$ cat src/hdl/acrr_pkg.sv
// Shared types and default sizes for the associative store with round-robin replacement.
// Depends on nothing; imported by the top level, the storage block and the checker.
package acrr_pkg;

  // Default store geometry
  localparam int DEF_ENTRIES    = 16;
  localparam int DEF_KEY_BITS   = 64;
  localparam int DEF_VALUE_BITS = 64;

  // Fixed field widths on the ports
  localparam int OP_W      = 2;
  localparam int KEY_W     = 64;
  localparam int VALUE_W   = 64;
  localparam int COUNT_W   = 5;
  localparam int IN_DATA_W = KEY_W + VALUE_W;
  localparam int OUT_DATA_W = ((VALUE_W + COUNT_W + 7) / 8) * 8;

  // Operation codes carried on in_tuser
  typedef enum logic [OP_W-1:0] {
    OP_GET   = 2'd0,
    OP_PUT   = 2'd1,
    OP_CLEAR = 2'd2,
    OP_NOP   = 2'd3
  } op_t;

endpackage

$ cat src/hdl/acrr_store.sv
// Key and value memories of the store: one write port each, one registered read port each.
// Depends on acrr_pkg (import only; sizes come in as parameters).
module acrr_store
  import acrr_pkg::*;
#(
  parameter int ENTRIES    = DEF_ENTRIES,
  parameter int KEY_BITS   = DEF_KEY_BITS,
  parameter int VALUE_BITS = DEF_VALUE_BITS,
  parameter int IDX_W      = (ENTRIES > 1) ? $clog2(ENTRIES) : 1
) (
  input  logic                  clk,
  // key port
  input  logic                  key_we,
  input  logic [IDX_W-1:0]      key_waddr,
  input  logic [KEY_BITS-1:0]   key_wdata,
  input  logic                  key_re,
  input  logic [IDX_W-1:0]      key_raddr,
  output logic [KEY_BITS-1:0]   key_rdata,
  // value port
  input  logic                  val_we,
  input  logic [IDX_W-1:0]      val_waddr,
  input  logic [VALUE_BITS-1:0] val_wdata,
  input  logic                  val_re,
  input  logic [IDX_W-1:0]      val_raddr,
  output logic [VALUE_BITS-1:0] val_rdata
);

  logic [KEY_BITS-1:0]   key_mem [ENTRIES];
  logic [VALUE_BITS-1:0] val_mem [ENTRIES];
  logic [KEY_BITS-1:0]   key_q_r;
  logic [VALUE_BITS-1:0] val_q_r;

  // Key memory: write, then registered read
  always_ff @(posedge clk) begin
    if (key_we) begin
      key_mem[key_waddr] <= key_wdata;
    end
    if (key_re) begin
      key_q_r <= key_mem[key_raddr];
    end
  end

  // Value memory: write, then registered read
  always_ff @(posedge clk) begin
    if (val_we) begin
      val_mem[val_waddr] <= val_wdata;
    end
    if (val_re) begin
      val_q_r <= val_mem[val_raddr];
    end
  end

  assign key_rdata = key_q_r;
  assign val_rdata = val_q_r;

endmodule

$ cat src/hdl/assoc_cache_round_robin.sv
// Fully associative key/value store, round-robin victim once full.
// Get/put scan the filled slots (one key compare per cycle) and then give a result word;
// clear and the spare code give a result word without a scan.
// One word at a time: in_tready is low while busy, so no new word is taken until the result is loaded.
// Reset (rst_n low, synchronous): store empty, victim pointer zero, no result pending.
// Depends on acrr_pkg and acrr_store.
module assoc_cache_round_robin
  import acrr_pkg::*;
#(
  parameter int ENTRIES    = DEF_ENTRIES,
  parameter int KEY_BITS   = DEF_KEY_BITS,
  parameter int VALUE_BITS = DEF_VALUE_BITS
) (
  input  logic                  clk,
  input  logic                  rst_n,
  // input stream
  input  logic                  in_tvalid,
  output logic                  in_tready,
  input  logic [IN_DATA_W-1:0]  in_tdata,   // [63:0] key, [127:64] value_in
  input  logic [OP_W-1:0]       in_tuser,   // [1:0] operation
  // result stream
  output logic                  out_tvalid,
  input  logic                  out_tready,
  output logic [OUT_DATA_W-1:0] out_tdata,  // [63:0] value_out, [68:64] entry_count, rest 0
  output logic                  out_tuser   // [0] status (1 = get missed)
);

  localparam int IDX_W = (ENTRIES > 1) ? $clog2(ENTRIES) : 1;
  localparam int CNT_W = $clog2(ENTRIES + 1);
  localparam logic [CNT_W-1:0] FULL     = CNT_W'(ENTRIES);
  localparam logic [IDX_W-1:0] LAST_IDX = IDX_W'(ENTRIES - 1);

  typedef enum logic [1:0] {
    ST_IDLE,
    ST_SCAN,
    ST_OUT
  } state_t;

  state_t                  state_r;
  op_t                     op_r;
  logic [KEY_BITS-1:0]     key_r;
  logic [VALUE_BITS-1:0]   val_r;
  logic [CNT_W-1:0]        count_r;
  logic [IDX_W-1:0]        victim_r;
  logic [CNT_W-1:0]        idx_r;
  logic                    q_vld_r;
  logic [IDX_W-1:0]        q_idx_r;
  logic                    miss_r;
  logic                    sel_val_r;
  logic                    out_tvalid_r;
  logic                    out_status_r;
  logic [VALUE_W-1:0]      out_value_r;
  logic [COUNT_W-1:0]      out_count_r;

  logic                    in_acc;
  logic                    more;
  logic                    hit;
  logic                    miss;
  logic                    full;
  logic                    out_free;
  logic [IDX_W-1:0]        target;
  logic [KEY_BITS-1:0]     key_q;
  logic [VALUE_BITS-1:0]   val_q;
  logic                    key_we;
  logic                    val_we;
  logic [IDX_W-1:0]        val_waddr;

  assign in_tready = (state_r == ST_IDLE);
  assign in_acc    = in_tvalid && in_tready;
  assign out_free  = !out_tvalid_r || out_tready;

  // Scan: issue one key read per cycle, compare the one read last cycle
  assign more   = (state_r == ST_SCAN) && (idx_r < count_r);
  assign hit    = (state_r == ST_SCAN) && q_vld_r && (key_q == key_r);
  assign miss   = (state_r == ST_SCAN) && !q_vld_r && !more;
  assign full   = (count_r >= FULL);
  assign target = full ? victim_r : count_r[IDX_W-1:0];

  // Write on a put: value only on a hit, key and value into the target on a miss
  assign key_we    = miss && (op_r == OP_PUT);
  assign val_we    = (hit || miss) && (op_r == OP_PUT);
  assign val_waddr = hit ? q_idx_r : target;

  acrr_store #(
    .ENTRIES    (ENTRIES),
    .KEY_BITS   (KEY_BITS),
    .VALUE_BITS (VALUE_BITS),
    .IDX_W      (IDX_W)
  ) u_store (
    .clk       (clk),
    .key_we    (key_we),
    .key_waddr (target),
    .key_wdata (key_r),
    .key_re    (more),
    .key_raddr (idx_r[IDX_W-1:0]),
    .key_rdata (key_q),
    .val_we    (val_we),
    .val_waddr (val_waddr),
    .val_wdata (val_r),
    .val_re    (hit),
    .val_raddr (q_idx_r),
    .val_rdata (val_q)
  );

  // Sequencer, store bookkeeping and result register
  always_ff @(posedge clk) begin
    if (!rst_n) begin
      state_r      <= ST_IDLE;
      count_r      <= '0;
      victim_r     <= '0;
      q_vld_r      <= 1'b0;
      out_tvalid_r <= 1'b0;
    end else begin
      // Drop a taken result word unless a new one is loaded this cycle
      if (out_tvalid_r && out_tready && (state_r != ST_OUT)) begin
        out_tvalid_r <= 1'b0;
      end
      unique case (state_r)
        ST_IDLE: begin
          if (in_acc) begin
            op_r      <= op_t'(in_tuser);
            key_r     <= in_tdata[KEY_BITS-1:0];
            val_r     <= in_tdata[KEY_W +: VALUE_BITS];
            idx_r     <= '0;
            q_vld_r   <= 1'b0;
            miss_r    <= 1'b0;
            sel_val_r <= 1'b0;
            priority case (op_t'(in_tuser))
              OP_GET, OP_PUT: state_r <= ST_SCAN;
              OP_CLEAR: begin
                count_r  <= '0;
                victim_r <= '0;
                state_r  <= ST_OUT;
              end
              default: state_r <= ST_OUT;
            endcase
          end
        end
        ST_SCAN: begin
          q_vld_r <= more;
          q_idx_r <= idx_r[IDX_W-1:0];
          if (more) begin
            idx_r <= idx_r + 1'b1;
          end
          if (hit) begin
            sel_val_r <= (op_r == OP_GET);
            state_r   <= ST_OUT;
          end else if (miss) begin
            miss_r  <= (op_r == OP_GET);
            state_r <= ST_OUT;
            if (op_r == OP_PUT) begin
              if (full) begin
                victim_r <= (victim_r == LAST_IDX) ? '0 : victim_r + 1'b1;
              end else begin
                count_r <= count_r + 1'b1;
              end
            end
          end
        end
        ST_OUT: begin
          // Hold the result until the output register is free
          if (out_free) begin
            out_tvalid_r <= 1'b1;
            out_status_r <= miss_r;
            out_value_r  <= sel_val_r ? VALUE_W'(val_q) : '0;
            out_count_r  <= COUNT_W'(count_r);
            state_r      <= ST_IDLE;
          end
        end
        default: state_r <= ST_IDLE;
      endcase
    end
  end

  assign out_tvalid = out_tvalid_r;
  assign out_tuser  = out_status_r;
  assign out_tdata  = {{(OUT_DATA_W - VALUE_W - COUNT_W){1'b0}}, out_count_r, out_value_r};

endmodule

$ cat config.mk
export PLATFORM = sky130hd
export DESIGN_NAME = assoc_cache_round_robin
export DESIGN_NICKNAME = d
export VERILOG_FILES = /design/src/hdl/acrr_pkg.sv /design/src/hdl/acrr_store.sv /design/src/hdl/assoc_cache_round_robin.sv
export SDC_FILE = /design/constraint.sdc
export NUM_CORES = 2
export LEC_CHECK = 0
export BUFFER_PORTS_ARGS = -buffer_cell sky130_fd_sc_hd__buf_4
export CAP_MARGIN = 20
export CORE_ASPECT_RATIO = 1.2
export CORE_MARGIN = 5
export CORE_UTILIZATION = 43
export DETAILED_ROUTE_END_ITERATION = 16
export PLACE_DENSITY = 0.57
export SYNTH_ARGS = -nofsm -noshare
export SYNTH_HDL_FRONTEND = slang
export SYNTH_HIERARCHICAL = 1
export SYNTH_SLANG_ARGS = --single-unit
$ cat constraint.sdc
create_clock -name clk -period 9.5 [get_ports clk]
set_clock_uncertainty 0.2 [all_clocks]
set_input_delay 1.9 -clock clk [delete_from_list [all_inputs] [get_ports clk]]
set_output_delay 1.9 -clock clk [all_outputs]
set_load 0.02 [all_outputs]
* After elaboration in Yosys (flattened, before gate mapping)
Memories as Yosys holds them, arrays and structs flattened. A register that Yosys moved wholly into a read port is not among the register bits.
Cells that the tools add are included.
** Word-level totals
- Register bits after elaboration :: 224
- Memory bits (writable) :: 2048
- Bits of input ports :: 134
- Output and inout port bits :: 75
- Logic and storage cells :: 111
- Memories kept :: 2
** Memories
- u_store.key_mem :: words 16, width 64, rd ports 1, clocked after memory_dff 1, wr ports 1, RTL line acrr_store.sv:28 : logic [KEY_BITS-1:0] key_mem [ENTRIES];
- u_store.val_mem :: words 16, width 64, rd ports 1, clocked after memory_dff 1, wr ports 1, RTL line acrr_store.sv:29 : logic [VALUE_BITS-1:0] val_mem [ENTRIES];
** Cells by class
- Add/subtract/negate cells :: 3
- Order comparisons :: 2
- Equality and inequality tests :: 19
- Muxes and demuxes :: 40
- Reduce and logical (&&, ||, !) cells :: 30
** Operators by type and width (count)
- 64-bit == test :: 1
- 5-bit 2-to-1 mux :: 8
- 4-bit 2-to-1 mux :: 9
- 5-bit case mux with 2 select lines :: 2
- 2-bit != test, second input constant :: 8
- 7-bit AND reduction :: 2
- 1-bit 2-to-1 mux :: 11
- 5-bit by 1-bit adder with 5-bit output, second input constant :: 2
- 1-bit logical AND :: 10
- 2-bit 2-to-1 mux :: 5
- 3-bit AND reduction :: 3
- 4-bit case mux with 2 select lines :: 1
- 4-bit AND reduction :: 2
- 2-bit by 1-bit == test with 1-bit output, second input constant :: 3
- 2-bit zero test :: 3
- 2-bit by 1-bit != test with 1-bit output, second input constant :: 3
- 1-bit case mux with 2 select lines :: 3
- 2-bit case mux with 3 select lines :: 1
- 5-bit >= comparator, second input constant :: 1
- 5-bit < comparator :: 1
- 5-bit AND reduction :: 1
- 4-bit by 1-bit adder with 4-bit output, second input constant :: 1
- 2-bit == test, second input constant :: 2
- 4-bit == test, second input constant :: 1
- 6 further kinds :: 10

* Longest topological paths before layout
- Word-level depth :: 8
- Gate-level depth with buffers :: 9
- Mapped depth without buffers :: 9

* Modules after synthesis
Netlist, hierarchy kept.
** By module, submodules not included
- acrr_store :: times used 1, cells each 3294, area each 80423.4 sq um, sequential area each 65342.7 sq um
- assoc_cache_round_robin :: times used 1, cells each 516, area each 8562.0 sq um, sequential area each 6596.3 sq um

* Worst setup path before layout
Ideal clock, no wire load.
- Path kind :: input to register
- Start point :: input rst_n
- End point :: register out_count_r[0] (enable)
- Setup time :: 0.598 ns
- Data arrival time :: 7.133 ns
- Required time :: 8.702 ns
- Setup slack :: 1.569 ns
- Stages :: 2
- Path buffers :: 0
- Path through :: inv_1 -> nor3b_1
** On the way
- Longest elaborated chain between the ends :: 1
** RTL lines
- from (decl) :: RTL line assoc_cache_round_robin.sv:15 : input logic rst_n,
- 3-bit AND reduction (no source line)
- to (signal assigned) :: RTL line assoc_cache_round_robin.sv:166 : out_count_r <= COUNT_W'(count_r);
- to (decl) :: RTL line assoc_cache_round_robin.sv:53 : logic [COUNT_W-1:0] out_count_r;
No other way between the ends.
A chain may end at the register's enable or synchronous reset.

* Worst setup path after layout
- Start point :: register key_r[54]
- End point :: memory u_store/val_mem[6][11] (netlist bit) (enable)
** On the way
- Elaborated cells between the ends (all ways) :: 7
- Those cells by class :: eq/ne (1); mux (3); reduce/logical (3)
** RTL lines
- from (decl) :: RTL line assoc_cache_round_robin.sv:41 : logic [KEY_BITS-1:0] key_r;
- from (signal assigned) :: RTL line assoc_cache_round_robin.sv:122 : key_r <= in_tdata[KEY_BITS-1:0];
- 64-bit == test :: RTL line assoc_cache_round_robin.sv:74 : assign hit = (state_r == ST_SCAN) && q_vld_r && (key_q == key_r);
- 1-bit logical AND :: RTL line assoc_cache_round_robin.sv:74
- 4-bit 2-to-1 mux :: RTL line assoc_cache_round_robin.sv:82 : assign val_waddr = hit ? q_idx_r : target;
- named net val_waddr[0] :: RTL line assoc_cache_round_robin.sv:66 : logic [IDX_W-1:0] val_waddr;
- to (decl) :: RTL line acrr_store.sv:29
The timed path passes the listed nets, and every way through them passes these cells.

==> summary.txt <==
RSZ-0062 raised after global routing -> no
PwrDens -> 207.4 nW/µm²
Switch Pwr -> 4294 µW
Resized Gates After CTS -> 0
Num ports -> 209
Leak Pwr -> 0.03170 µW
Vias in the first global route -> 42220
Int Power -> 16740 µW
Combinational Power Share -> 0.025
Async set-reset flop share out of synthesis -> 0
Synthesized area -> 88990 µm²
Tcrit/Tclk final -> 0.6350
R2r setup slk -> 3470 ps
#FFs+latches synth -> 2400
Antenna viol nets, final -> 0
Status -> completed
Setup Buffers After CTS -> 0
CTS Hold Bufs -> 0
Htree depth -> 4
WL final -> 209200 µm
Number of antenna violations at the first check in global routing -> 12
Clk pwr share -> 0.414
Mean Syn Cell Area -> 23.36 µm²
Post-synth top cells -> edfxtp_1 (2387), mux4_2 (512), a22oi_1 (257), nand2_1 (148), clkbuf_1 (84)
Dpl hpwl -> 111900 µm
Crit-path max FO -> 34
Critical path origin -> key_r[54]
WP data required -> 9770 ps
Routed len/inst -> 29.31 µm
Number of remaining DRC errors -> 0
Power share of the sequential group -> 0.561
Rows -> 183
Reg-to-Reg Start -> key_r[54]
R2R depth -> 10
GRT Residual Overflow -> 0
Die height -> 508.3 µm
Tightest Pin Transition -> 1156 ps
Net Sw Frac -> 0.2042
GR Util All Layers -> 0.1929
Worst Path Arrival -> 6300 ps
VDD IR max -> 0.0001871 V
DR vias/cell -> 5.608
Top cell type's share of synthesized area -> 0.8055
Min Tclk post-route -> 6032 ps
Clock sink total -> 2400
Setup TNS -> 0 ps
Slew Limit Fails -> 0
Cells after synthesis -> 3810
Area of the multi-input gates -> 16350 µm²
Worst Setup Path Type -> flip-flop to flip-flop
CP endpoint kind -> flip-flop
Fillers -> 16620
Area growth syn-to-layout -> 13.97%
First-pass GRT wire length -> 301200 µm
Register area share after synthesis -> 0.8084
Drt pass-1 iters -> 8
Top cells by area, synth -> edfxtp_1 (81%), mux4_2 (13%), a22oi_1 (2.2%), nand2_1 (0.62%), and2_1 (0.47%)
I/O Buffers -> 205
Relative slew slack -> 0.2243
Share of cells above drive strength 1 -> 0.2693
Number of enable-type register cells in the synthesized netlist -> 2387
Total CTS buffers -> 228
Post-layout nets -> 4306
Fin. Hold Viols -> 0
Clock insertion delay at the later pin of the skew report -> 860 ps
Core Region -> 206500 µm²
Max clock buf depth -> 3
Chip width -> 425.3 µm
Die Area -> 216200 µm²
Worst hold path class -> flip-flop to flip-flop
Largest area contributor in the netlist -> edfxtp_1
Starting density of the core -> 0.4309
Hold_sp -> miss_r
CTS Root Cell -> clkbuf_16
Largest net degree at the start of global routing -> 146
Crit Reg-Reg Endpoint -> u_store/val_mem[6][11]
Startpoint Class -> flip-flop
End of the critical path -> u_store/val_mem[6][11]
Max Clock Freq -> 165.8 MHz
Yosys warns -> 6
Register area -> 71940 µm²
Endpoints failing setup -> 0
Clock slew seen by the registers of the worst setup and hold paths -> 60 ps
Max_cap viols -> 0
Total Power -> 21030 µW
Initial drt markers -> 3465
Most instantiated library cell after synthesis -> edfxtp_1
Via Count -> 40020
Ys flop type -> edfxtp_1
CTS tree -> built
Final GP Congestion -> 0.7305
Post-synth cell types -> 46
[power by group through the flow]
stage	logic (µW)	clock network [µW]	registers [µW]
detailed placement	536	0	12000
global placement	539	0	12000
finish	524	8720	11800
floorplan	321	0	12000
CTS	539	8930	11800
global route	562	9390	11800
[cells by family after synthesis]
kind of cell | Yosys count | synth area share
AND/OR/NAND/NOR | 331 | 0.01790
multiplexers | 517 | 0.1304
XOR/XNOR | 67 | 0.006595
other | 1 | 0.00004214
adder cells (fa/ha/maj) | 8 | 0.001125
AO/OA/AOI/OAI | 294 | 0.02440
flip-flops | 2400 | 0.8084
buffers and inverters | 192 | 0.01114
[state kept, by name, indices dropped and copies added, names as in the netlist, 4 cells and up]
signal             count
idx_r                  5
u_store/key_mem     1024
q_idx_r                4
u_store/key_rdata     64
u_store/val_mem     1024
val_r                 64
out_value_r           64
u_store/val_rdata     64
out_count_r            5
key_r                 64
victim_r               4
count_r                5
[critical path, cell delays in order, from the launching register on]
cell      delay [ps]
edfxtp_1         610
xnor2_1          400
nand4_1          320
nor4_2           480
nand4_1          450
or3_1            780
mux2_4           450
nand2b_1         350
nor2_4           510
buf_4            440
buf_4            580
[final cells by class]
| type | instances | area share |
|---|---|---|
| diodes | 7 | 0.0001727 |
| clock buffers | 278 | 0.05832 |
| clock inverters | 143 | 0.01245 |
| inverters | 10 | 0.0004441 |
| multi-input cells | 1220 | 0.1612 |
| flip-flops and latches | 2400 | 0.7093 |
| well taps | 2775 | 0.03423 |
| repair buffers | 304 | 0.02385 |
[metal layers]
layer	up-vias	routed length, µm	GRT usage
met2	1135	111100	0.3430
met5	-	13	0
li1	16840	-	-
met1	21760	83600	0.2510
met3	283	10210	0.02896
met4	2	4248	0.04714
[how the worst min path moves through the flow]
stage                            to  slack, ps  cells past startpoint
after floorplan           out_tuser        200                      0
after global placement    out_tuser        210                      0
after detailed placement  out_tuser        220                      0
after CTS                 out_tuser        230                      0
after global routing      out_tuser        250                      0
final                     out_tuser        220                      0
[metrics by stage]
stage          instance area (µm²)  utilization  hold WS, ps  setup slack [ps]  cells
3_3_place_gp                 94180       0.4560        210.6              3392   6706
5_1_grt                     101400       0.4910        251.8              3200   7133
2_1_floorplan                88990            -        200.3              1569   3812
6_report                    101400       0.4911        224.3              3468   7137
4_1_cts                     101400       0.4908        229.3              3277   7127
3_5_place_dp                 94180       0.4560        215.1              3313   6706
[cell usage in the layout (no fill, tap or decap), drive strengths merged, types with 3 or more instances in the layout]
master	instances
edfxtp	2387
mux4	512
buf	304
clkbuf	278
a22oi	257
nand2	148
clkinv	119
and2	67
xnor2	46
nor2	41
xor2	21
nand3	16
bufinv	15
inv	14
dfxtp	13
nor3	13
nand4	12
nand2b	9
a21oi	9
ha	8
o21ai	8
diode	7
nor4	7
nand3b	5
clkinvlp	5
nor2b	5
mux2	4
a21o	4
o32ai	4
conb	3
No activity file was read; power rests on OpenSTA's default activity.
